File: config.mk
export PLATFORM = sky130hd
export DESIGN_NAME = minterm_area_blitter_top_flat
export DESIGN_NICKNAME = d
export VERILOG_FILES = /design/src/sv/mab_pkg.sv /design/src/sv/mab_req_if.sv /design/src/sv/mab_rsp_if.sv /design/src/sv/minterm_area_blitter_top.sv /design/src/sv/mab_csr.sv /design/src/sv/mab_seq.sv /design/src/sv/mab_datapath.sv /design/src/flat_wrapper.sv
export VERILOG_INCLUDE_DIRS = /design/src /design/src/sv
export SDC_FILE = /design/constraint.sdc
export NUM_CORES = 1
export LEC_CHECK = 0
export BUFFER_PORTS_ARGS = -buffer_cell sky130_fd_sc_hd__buf_2
export CORE_MARGIN = 5
export CORE_UTILIZATION = 50
export DETAILED_ROUTE_END_ITERATION = 8
export PLACE_DENSITY = 0.69
export REMOVE_ABC_BUFFERS = 1
export SLEW_MARGIN = 25
export SYNTH_ARGS = -nofsm -noshare
export SYNTH_HDL_FRONTEND = slang
export SYNTH_HIERARCHICAL = 1
export SYNTH_SLANG_ARGS = --single-unit
File: constraint.sdc
create_clock -name clock -period 4.6 [get_ports clock]
set_input_delay 0.23 -clock clock [delete_from_list [all_inputs] [get_ports clock]]
set_output_delay 0.23 -clock clock [all_outputs]
set_load 0.02 [all_outputs]
File: src/sv/minterm_area_blitter_top_defines.svh
// Assertion macros shared by the blitter RTL.
// Both expect signals named clock and reset in the calling scope.
`ifndef MINTERM_AREA_BLITTER_TOP_DEFINES_SVH
`define MINTERM_AREA_BLITTER_TOP_DEFINES_SVH

// Same-cycle implication.
`define MAB_ASSERT_NOW(label, ante, cons, msg) \
   label: assert property (@(posedge clock) disable iff (reset) (ante) |-> (cons)) \
      else $error(msg);

// Next-cycle implication.
`define MAB_ASSERT_NEXT(label, ante, cons, msg) \
   label: assert property (@(posedge clock) disable iff (reset) (ante) |=> (cons)) \
      else $error(msg);

`endif

File: src/sv/mab_pkg.sv
package mab_pkg;

   localparam int ADDR_BITS     = 18;
   localparam int WORD_BITS     = 16;
   localparam int CODE_BITS     = 8;
   localparam int SHIFT_BITS    = 4;
   localparam int WIDTH_BITS    = 7;
   localparam int HEIGHT_BITS   = 11;
   localparam int MODULO_BITS   = 13;
   localparam int COL_BITS      = 6;
   localparam int ROW_BITS      = 10;
   localparam int CSR_IDX_BITS  = 3;
   localparam int CSR_DATA_BITS = ADDR_BITS;

   // register map
   typedef enum logic [CSR_IDX_BITS-1:0] {
      CSR_MINTERM_CODE = 3'd0,
      CSR_A_SHIFT      = 3'd1,
      CSR_WIDTH_WORDS  = 3'd2,
      CSR_HEIGHT_ROWS  = 3'd3,
      CSR_DEST_START   = 3'd4,
      CSR_DEST_MODULO  = 3'd5
   } csr_index_type;

   localparam logic [CODE_BITS-1:0]   MINTERM_RESET = 8'hF0;
   localparam logic [WIDTH_BITS-1:0]  WIDTH_RESET   = 7'd20;
   localparam logic [HEIGHT_BITS-1:0] HEIGHT_RESET  = 11'd256;

   typedef struct packed {
      logic [CODE_BITS-1:0]          minterm_code;
      logic [SHIFT_BITS-1:0]         a_shift;
      logic [WIDTH_BITS-1:0]         width_words;
      logic [HEIGHT_BITS-1:0]        height_rows;
      logic [ADDR_BITS-1:0]          dest_start;
      logic signed [MODULO_BITS-1:0] dest_modulo;
   } cfg_type;

   // per-item tag from the sequencer into the datapath
   typedef struct packed {
      logic [WORD_BITS-1:0] prev_a;
      logic [ADDR_BITS-1:0] address;
      logic                 row_end;
      logic                 area_end;
   } seq_type;

   // A shifted right with the previous A word's low bits entering at the top
   function automatic logic [WORD_BITS-1:0] shift_a(
      input logic [WORD_BITS-1:0]  prev_a,
      input logic [WORD_BITS-1:0]  a,
      input logic [SHIFT_BITS-1:0] amount
   );
      logic [2*WORD_BITS-1:0] joined;
      joined = {prev_a, a} >> amount;
      return joined[WORD_BITS-1:0];
   endfunction

   // sum of the product terms chosen by the truth table
   function automatic logic [WORD_BITS-1:0] minterm(
      input logic [CODE_BITS-1:0] code,
      input logic [WORD_BITS-1:0] a,
      input logic [WORD_BITS-1:0] b,
      input logic [WORD_BITS-1:0] c
   );
      logic [WORD_BITS-1:0] acc;
      logic [WORD_BITS-1:0] ta;
      logic [WORD_BITS-1:0] tb;
      logic [WORD_BITS-1:0] tc;
      logic [2:0]           sel;
      acc = '0;
      for (int i = 0; i < CODE_BITS; i++) begin
         sel = 3'(i);
         ta  = sel[2] ? a : ~a;
         tb  = sel[1] ? b : ~b;
         tc  = sel[0] ? c : ~c;
         if (code[i]) begin
            acc = acc | (ta & tb & tc);
         end
      end
      return acc;
   endfunction

endpackage

File: src/sv/mab_req_if.sv
interface mab_req_if;
   logic                           valid;
   logic                           ready;
   logic [mab_pkg::WORD_BITS-1:0] a_word;
   logic [mab_pkg::WORD_BITS-1:0] b_word;
   logic [mab_pkg::WORD_BITS-1:0] c_word;

   modport source (output valid, a_word, b_word, c_word, input ready);
   modport sink   (input valid, a_word, b_word, c_word, output ready);
endinterface

File: src/sv/mab_rsp_if.sv
interface mab_rsp_if;
   logic                           valid;
   logic                           ready;
   logic [mab_pkg::WORD_BITS-1:0] dest_word;
   logic [mab_pkg::ADDR_BITS-1:0] dest_address;
   logic                           row_done;
   logic                           area_done;

   modport source (output valid, dest_word, dest_address, row_done, area_done, input ready);
   modport sink   (input valid, dest_word, dest_address, row_done, area_done, output ready);
endinterface

File: src/sv/minterm_area_blitter_top.sv
// Channel  Dir  Handshake     Item contents
// req      in   valid/ready   a_word, b_word, c_word
// rsp      out  valid/ready   dest_word, dest_address, row_done, area_done
// csr      in   csr_wr_en     csr_index, csr_wr_data (write only)
//
// One item per clock sustained while rsp is not stalled. An accepted req item passes
// the input register, then minterm logic into the result register, which drives rsp
// valid and the rest of the rsp item.
// Reset is synchronous and active high; CSRs, counters and valid flags reset, data words do not.
// A stall on rsp backs up into the input stage; req stays ready while that stage is
// empty or moving, so one item can sit waiting at each stage.
module minterm_area_blitter_top (
   input  logic                               clock,
   input  logic                               reset,
   mab_req_if.sink                            req,
   mab_rsp_if.source                          rsp,
   input  logic                               csr_wr_en,
   input  logic [mab_pkg::CSR_IDX_BITS-1:0]  csr_index,
   input  logic [mab_pkg::CSR_DATA_BITS-1:0] csr_wr_data
);
   import mab_pkg::*;

   cfg_type cfg;   // live register values
   seq_type tag;   // address, flags and A carry for the item on req
   logic    accept;

   // An item enters exactly when the input stage takes it; the sequencer
   // advances its counters, pointer and A carry on that same edge.
   assign accept = req.valid && req.ready;

   // Register file. Writes are to land only between areas, by the user; the block does not
   // enforce it. dest_start is taken at each area start, the other fields are read live.
   mab_csr u_csr (
      .clock       (clock),
      .reset       (reset),
      .csr_wr_en   (csr_wr_en),
      .csr_index   (csr_index),
      .csr_wr_data (csr_wr_data),
      .cfg         (cfg)
   );

   // Column/row counters, destination pointer and previous A word.
   // When both counters are zero the pointer reloads from dest_start and
   // the A carry is cleared before the word is tagged.
   mab_seq u_seq (
      .clock  (clock),
      .reset  (reset),
      .cfg    (cfg),
      .accept (accept),
      .a_word (req.a_word),
      .tag    (tag)
   );

   // Input register, barrel shift of A with carry, minterm, result register.
   mab_datapath u_datapath (
      .clock (clock),
      .reset (reset),
      .cfg   (cfg),
      .tag   (tag),
      .req   (req),
      .rsp   (rsp)
   );

endmodule

File: src/sv/mab_csr.sv
module mab_csr (
   input  logic                               clock,
   input  logic                               reset,
   input  logic                               csr_wr_en,
   input  logic [mab_pkg::CSR_IDX_BITS-1:0]  csr_index,
   input  logic [mab_pkg::CSR_DATA_BITS-1:0] csr_wr_data,
   output mab_pkg::cfg_type                   cfg
);
   import mab_pkg::*;

   cfg_type cfg_ff;
   cfg_type cfg_in;

   always_comb begin
      cfg_in = cfg_ff;
      if (csr_wr_en) begin
         case (csr_index)
            CSR_MINTERM_CODE: cfg_in.minterm_code = csr_wr_data[CODE_BITS-1:0];
            CSR_A_SHIFT:      cfg_in.a_shift      = csr_wr_data[SHIFT_BITS-1:0];
            CSR_WIDTH_WORDS:  cfg_in.width_words  = csr_wr_data[WIDTH_BITS-1:0];
            CSR_HEIGHT_ROWS:  cfg_in.height_rows  = csr_wr_data[HEIGHT_BITS-1:0];
            CSR_DEST_START:   cfg_in.dest_start   = csr_wr_data[ADDR_BITS-1:0];
            CSR_DEST_MODULO:  cfg_in.dest_modulo  = signed'(csr_wr_data[MODULO_BITS-1:0]);
            default: ;  // unmapped index: write dropped
         endcase
      end
   end

   always_ff @(posedge clock) begin
      if (reset) begin
         cfg_ff.minterm_code <= MINTERM_RESET;
         cfg_ff.a_shift      <= '0;
         cfg_ff.width_words  <= WIDTH_RESET;
         cfg_ff.height_rows  <= HEIGHT_RESET;
         cfg_ff.dest_start   <= '0;
         cfg_ff.dest_modulo  <= '0;
      end else begin
         cfg_ff <= cfg_in;
      end
   end

   assign cfg = cfg_ff;

endmodule

File: src/sv/mab_seq.sv
`include "minterm_area_blitter_top_defines.svh"

module mab_seq (
   input  logic                           clock,
   input  logic                           reset,
   input  mab_pkg::cfg_type               cfg,
   input  logic                           accept,
   input  logic [mab_pkg::WORD_BITS-1:0] a_word,
   output mab_pkg::seq_type               tag
);
   import mab_pkg::*;

   logic [COL_BITS-1:0]  col_ff,  col_in;
   logic [ROW_BITS-1:0]  row_ff,  row_in;
   logic [ADDR_BITS-1:0] ptr_ff,  ptr_in;
   logic [WORD_BITS-1:0] prev_ff, prev_in;

   logic                 area_start;
   logic [ADDR_BITS-1:0] ptr_cur;
   logic [ADDR_BITS-1:0] mod_ext;
   logic [ADDR_BITS-1:0] step;
   logic [COL_BITS-1:0]  last_col;
   logic [ROW_BITS-1:0]  last_row;
   logic                 row_end;
   logic                 area_end;

   always_comb begin
      area_start = (col_ff == '0) && (row_ff == '0);
      // a new area reloads the base and drops the A carry
      ptr_cur    = area_start ? {cfg.dest_start[ADDR_BITS-1:1], 1'b0} : ptr_ff;
      last_col   = cfg.width_words[COL_BITS-1:0] - COL_BITS'(1);
      last_row   = cfg.height_rows[ROW_BITS-1:0] - ROW_BITS'(1);
      row_end    = (col_ff == last_col);
      area_end   = row_end && (row_ff == last_row);
      mod_ext    = {{(ADDR_BITS-MODULO_BITS){cfg.dest_modulo[MODULO_BITS-1]}},
                    cfg.dest_modulo[MODULO_BITS-1:1], 1'b0};
      step       = row_end ? (mod_ext + ADDR_BITS'(2)) : ADDR_BITS'(2);

      tag.prev_a   = area_start ? '0 : prev_ff;
      tag.address  = ptr_cur;
      tag.row_end  = row_end;
      tag.area_end = area_end;

      col_in  = col_ff;
      row_in  = row_ff;
      ptr_in  = ptr_ff;
      prev_in = prev_ff;
      if (accept) begin
         ptr_in  = ptr_cur + step;
         prev_in = a_word;
         if (row_end) begin
            col_in = '0;
            row_in = area_end ? '0 : row_ff + ROW_BITS'(1);
         end else begin
            col_in = col_ff + COL_BITS'(1);
         end
      end
   end

   always_ff @(posedge clock) begin
      if (reset) begin
         col_ff  <= '0;
         row_ff  <= '0;
         ptr_ff  <= '0;
         prev_ff <= '0;
      end else begin
         col_ff  <= col_in;
         row_ff  <= row_in;
         ptr_ff  <= ptr_in;
         prev_ff <= prev_in;
      end
   end

   `MAB_ASSERT_NEXT(a_area_wraps, accept && area_end, (col_ff == '0) && (row_ff == '0), "area end did not clear counters")
   `MAB_ASSERT_NEXT(a_col_steps, accept && !row_end, col_ff == $past(col_ff) + COL_BITS'(1), "column count did not step")
   `MAB_ASSERT_NOW(a_ptr_even, !area_start, !ptr_ff[0], "destination pointer went odd")

endmodule

File: src/sv/mab_datapath.sv
`include "minterm_area_blitter_top_defines.svh"

module mab_datapath (
   input  logic             clock,
   input  logic             reset,
   input  mab_pkg::cfg_type cfg,
   input  mab_pkg::seq_type tag,
   mab_req_if.sink          req,
   mab_rsp_if.source        rsp
);
   import mab_pkg::*;

   // input stage
   logic                 s1_valid_ff, s1_valid_in;
   logic [WORD_BITS-1:0] s1_a_ff, s1_b_ff, s1_c_ff;
   seq_type              s1_tag_ff;

   // result stage
   logic                 out_valid_ff, out_valid_in;
   logic [WORD_BITS-1:0] out_word_ff;
   logic [ADDR_BITS-1:0] out_addr_ff;
   logic                 out_row_ff, out_area_ff;

   logic                 out_stage_ready;
   logic                 advance;
   logic                 in_accept;
   logic [WORD_BITS-1:0] word_in;

   always_comb begin
      out_stage_ready = !out_valid_ff || rsp.ready;
      advance         = s1_valid_ff && out_stage_ready;
      req.ready       = !s1_valid_ff || out_stage_ready;
      in_accept       = req.valid && req.ready;

      s1_valid_in  = in_accept ? 1'b1 : (advance ? 1'b0 : s1_valid_ff);
      out_valid_in = advance ? 1'b1 : (rsp.ready ? 1'b0 : out_valid_ff);

      word_in = minterm(cfg.minterm_code,
                        shift_a(s1_tag_ff.prev_a, s1_a_ff, cfg.a_shift),
                        s1_b_ff, s1_c_ff);
   end

   always_ff @(posedge clock) begin
      if (reset) begin
         s1_valid_ff  <= 1'b0;
         out_valid_ff <= 1'b0;
      end else begin
         s1_valid_ff  <= s1_valid_in;
         out_valid_ff <= out_valid_in;
      end
   end

   always_ff @(posedge clock) begin
      if (in_accept) begin
         s1_a_ff   <= req.a_word;
         s1_b_ff   <= req.b_word;
         s1_c_ff   <= req.c_word;
         s1_tag_ff <= tag;
      end
      if (advance) begin
         out_word_ff <= word_in;
         out_addr_ff <= s1_tag_ff.address;
         out_row_ff  <= s1_tag_ff.row_end;
         out_area_ff <= s1_tag_ff.area_end;
      end
   end

   assign rsp.valid        = out_valid_ff;
   assign rsp.dest_word    = out_word_ff;
   assign rsp.dest_address = out_addr_ff;
   assign rsp.row_done     = out_row_ff;
   assign rsp.area_done    = out_area_ff;

   `MAB_ASSERT_NEXT(a_stage_moves, advance, out_valid_ff, "advanced item missing from result stage")
   `MAB_ASSERT_NEXT(a_stage_holds, s1_valid_ff && !out_stage_ready, s1_valid_ff, "stalled item dropped from input stage")
   `MAB_ASSERT_NOW(a_area_is_row, out_valid_ff && out_area_ff, out_row_ff, "area end without row end")

endmodule
File: src/flat_wrapper.sv
// flat-port wrapper written by rule: the top's interface ports become plain ports
module minterm_area_blitter_top_flat import mab_pkg::*;
  (clock, reset, csr_wr_en, csr_index, csr_wr_data, req_valid, req_a_word, req_b_word, req_c_word, req_ready, rsp_valid, rsp_dest_word, rsp_dest_address, rsp_row_done, rsp_area_done, rsp_ready);
  mab_req_if req_i ();
  mab_rsp_if rsp_i ();
  input  logic clock;
  input  logic reset;
  input  logic csr_wr_en;
  input  logic [mab_pkg::CSR_IDX_BITS-1:0] csr_index;
  input  logic [mab_pkg::CSR_DATA_BITS-1:0] csr_wr_data;
  input wire logic [$bits(req_i.valid)-1:0] req_valid;
  input wire logic [$bits(req_i.a_word)-1:0] req_a_word;
  input wire logic [$bits(req_i.b_word)-1:0] req_b_word;
  input wire logic [$bits(req_i.c_word)-1:0] req_c_word;
  output wire logic [$bits(req_i.ready)-1:0] req_ready;
  output wire logic [$bits(rsp_i.valid)-1:0] rsp_valid;
  output wire logic [$bits(rsp_i.dest_word)-1:0] rsp_dest_word;
  output wire logic [$bits(rsp_i.dest_address)-1:0] rsp_dest_address;
  output wire logic [$bits(rsp_i.row_done)-1:0] rsp_row_done;
  output wire logic [$bits(rsp_i.area_done)-1:0] rsp_area_done;
  input wire logic [$bits(rsp_i.ready)-1:0] rsp_ready;
  assign req_i.valid = req_valid;
  assign req_i.a_word = req_a_word;
  assign req_i.b_word = req_b_word;
  assign req_i.c_word = req_c_word;
  assign req_ready = req_i.ready;
  assign rsp_valid = rsp_i.valid;
  assign rsp_dest_word = rsp_i.dest_word;
  assign rsp_dest_address = rsp_i.dest_address;
  assign rsp_row_done = rsp_i.row_done;
  assign rsp_area_done = rsp_i.area_done;
  assign rsp_i.ready = rsp_ready;
  minterm_area_blitter_top u_core (.clock(clock), .reset(reset), .req(req_i), .rsp(rsp_i), .csr_wr_en(csr_wr_en), .csr_index(csr_index), .csr_wr_data(csr_wr_data));
endmodule
==> results by group <==
Detailed routing
  • Vias per cell: 5.54
  • DR iter-0 viols: a little over 500
  • Drt wl/cell: around 19 µm
  • Final wirelength: 28000 µm
  • Antenna-violating nets left: 0
  • Drt first pass iters: 5
  • Drc violations: 0
  • Via Count: 8139

Global route
  • Total GRT Usage: ~21%
  • Vias in the first global route: ~8000
  • Largest net degree at the start of global routing: 61
  • First-pass GRT wire length: around 44000 µm
  • Grt ovf: 0
  • Antenna violations before repair: 0

Setup path
  • Cell Chain, Critical Path: or4_1 > nor3_1 > o2111ai_1 > or2_1 > inv_6 > nand2_1 > ha_1 > fa_1 > a211oi_1 > o21bai_1 > o211ai_1 > a21oi_1 > a31oi_1 > xor2_1 > o21ai_0
  • FF-to-FF Start: u_core/u_csr/cfg[42]$_SDFFE_PP0P_
  • Critical path type: register to register
  • Critical Path AT: 4420 ps
  • Crit path required time: 5010 ps
  • CP delay by family, top: compound AO/OA/AOI/OAI gates
  • Critical-path top delay cell: or4_1
  • FF-to-FF setup slack: just under 600 ps
  • Worst Path Buf+Inv: 1
  • Critical Path Start Type: register
  • Critical path capture point type: register
  • Worst Reg-to-Reg Cells: 15
  • Critical R2R Capture: u_core/u_seq/ptr_ff[15]$_SDFFE_PP0P_
  • Crit Path Max Fanout: 9
  • CP max stage delay: about 560 ps

Clocking
  • Num CTS Buffers: 25
  • Root Buffer: clkbuf_16
  • CTS clk-pin slew, worst paths: approximately 60 ps
  • Worst skew pair latency: roughly 530 ps
  • Post-CTS Setup Bufs: 0
  • # resized after CTS: 0
  • Clock tree buffer depth: 3
  • CTS tree: built
  • Sinks on Clock Net: 227
  • Hold buffers post-CTS: 57
  • H-tree depth: 1

Final layout
  • Final non-filler cell total: 1468
  • Diodes inserted: 0
  • Final core utilization: between 50% and 60%
  • Layout net count: 1228
  • Area growth, synth to finish: 18.5%
  • Layout cell share with drive strength beyond 1: between 20% and 30%

Place
  • Dpl cells: 1365
  • RePlAce Congestion: roughly 0.87
  • DP HPWL: roughly 19000 µm
  • Port buffer count: 111

Timing
  • Unrepaired setup endpoints after global routing: false
  • Setup Total Neg Slack: 0 ps
  • Final Hold Viols: 0
  • Final Critical Period: between 4000 and 5000 ps
  • Crit share post-route: around 87%
  • Worst rel slew slack: between 30% and 40%
  • Max Freq: ~0.25 GHz
  • Max-slew violations: 0
  • Worst-margin pin slew: between 1000 and 1500 ps
  • Setup violators final: 0
  • Clk_skew: 14.3 ps

Synth
  • Synth Cell Area: roughly 0.012 mm²
  • Yosys warnings: 6
  • Average size of a mapped cell: around 12 µm²
  • Syn Inst Count: 986

Worst hold path
  • HP Class: input pin to register
  • Hold Path End: u_core/u_csr/cfg[12]$_SDFFE_PP0P_
  • Hold Startpoint: csr_wr_data[12]
  • Hold depth: 3

Floorplan
  • Die Ht: roughly 160 µm
  • Die W: around 160 µm
  • Die area: between 0.02 and 0.03 mm²
  • Core Region: approximately 0.023 mm²
  • Rows: 56
  • Ports: about 110
  • Starting Density: around 51%

Outcome
  • Status: completed

Power and ir drop
  • Peak VDD IR: 0.210 mV
  • P_leak: about 5.4 nW
  • Pwr per Cell Area: roughly 350 mW/mm²

Run
  • Max Cap Viol: 0
cell usage in the layout, fill, tap and decap left out, drive strengths merged, types with 4 or more instances in the layout:
cell type / count
clkinv: 8
dlygate4sd3: 57
xor2: 27
nor4b: 4
and2: 31
dfxtp: 108
nor2: 89
nand2b: 74
buf: 121
a21o: 5
o22ai: 20
o21ai: 23
xnor2: 25
inv: 20
mux4: 42
mux2: 51
edfxtp: 119
o211ai: 5
and3: 6
mux2i: 102
nor3: 12
nand3: 12
a211oi: 7
nand2: 35
nor4: 6
o21bai: 5
nand4: 14
ha: 23
clkbuf: 30
a21oi: 22
where the power goes:
part | total [mW] | switching [mW] | internal (mW)
clock network | 2.11 | 0.827 | 1.28
logic | 0.450 | 0.233 | 0.217
registers | 2.29 | 0.0653 | 2.23
worst max path at each step:
| stage | cells after the start | start | endpoint | slack [ps] |
|---|---|---|---|---|
| after detailed placement | 15 | u_core/u_csr/cfg[42]$_SDFFE_PP0P_ | u_core/u_seq/ptr_ff[15]$_SDFFE_PP0P_ | 600 |
| after global routing | 15 | u_core/u_csr/cfg[42]$_SDFFE_PP0P_ | u_core/u_seq/ptr_ff[15]$_SDFFE_PP0P_ | 280 |
| after floorplan | 14 | u_core/u_seq/row_ff[0]$_SDFFE_PP0P_ | u_core/u_seq/ptr_ff[15]$_SDFFE_PP0P_ | 570 |
| after global placement | 15 | u_core/u_csr/cfg[42]$_SDFFE_PP0P_ | u_core/u_seq/ptr_ff[15]$_SDFFE_PP0P_ | 750 |
| final | 15 | u_core/u_csr/cfg[42]$_SDFFE_PP0P_ | u_core/u_seq/ptr_ff[15]$_SDFFE_PP0P_ | 590 |
| after CTS | 15 | u_core/u_csr/cfg[42]$_SDFFE_PP0P_ | u_core/u_seq/ptr_ff[15]$_SDFFE_PP0P_ | 600 |
metrics by stage:
| step | setup WS [ps] | hold slack, ps | cell area [µm²] | total power, mW |
|---|---|---|---|---|
| final | 591 | 13.3 | 14000 | 4.85 |
| after global routing | 281 | 18.3 | 14000 | 5.04 |
| after CTS | 601 | 2.38 | 14000 | 4.90 |
| after detailed placement | 597 | 405 | 12500 | 2.75 |
| after global placement | 747 | 402 | 12500 | 2.74 |
| after floorplan | 569 | 299 | 11500 | 2.58 |
final cells by class:
class                           count  area, µm²
Clock buffer                       30        717
Clock inverter                     16        166
Fill cell                        1903       9340
Inverter                           16       65.1
Multi-Input combinational cell    682       5710
Sequential cell                   227       5740
Tap cell                          319        399
Timing Repair Buffer              178       1200
metal layers:
metal	routed length (µm)	GRT usage (%)	up-vias
met3	1300	2.93	37
met2	13800	35.4	215
li1	-	-	3926
met4	419	4.38	0
met5	0	0	-
met1	12500	28.3	3961
state kept, by name, summed over array words and instances (netlist names):
name and count:
u_core/u_csr/cfg 57, u_core/u_datapath/s1_tag_ff 35, u_core/u_datapath/rsp.dest_address 18, u_core/u_seq/ptr_ff 18
u_core/u_datapath/rsp.dest_word 16, u_core/u_datapath/s1_a_ff 16, u_core/u_datapath/s1_b_ff 16, u_core/u_datapath/s1_c_ff 16
u_core/u_seq/prev_ff 15, u_core/u_seq/row_ff 10, u_core/u_seq/col_ff 6, u_core/u_datapath/rsp.area_done 1
u_core/u_datapath/rsp.row_done 1, u_core/u_datapath/rsp.valid 1, u_core/u_datapath/s1_valid_ff 1
worst register-to-register path, cell delays in order (launching register included):
cell and delay, ps:
dfxtp_1 350, or4_1 560, nor3_1 170, o2111ai_1 190
or2_1 350, inv_6 130, nand2_1 70, ha_1 230
fa_1 460, a211oi_1 310, o21bai_1 150, o211ai_1 290
a21oi_1 170, a31oi_1 230, xor2_1 150, o21ai_0 80
Note: power is estimated with default switching activity, not from simulation.
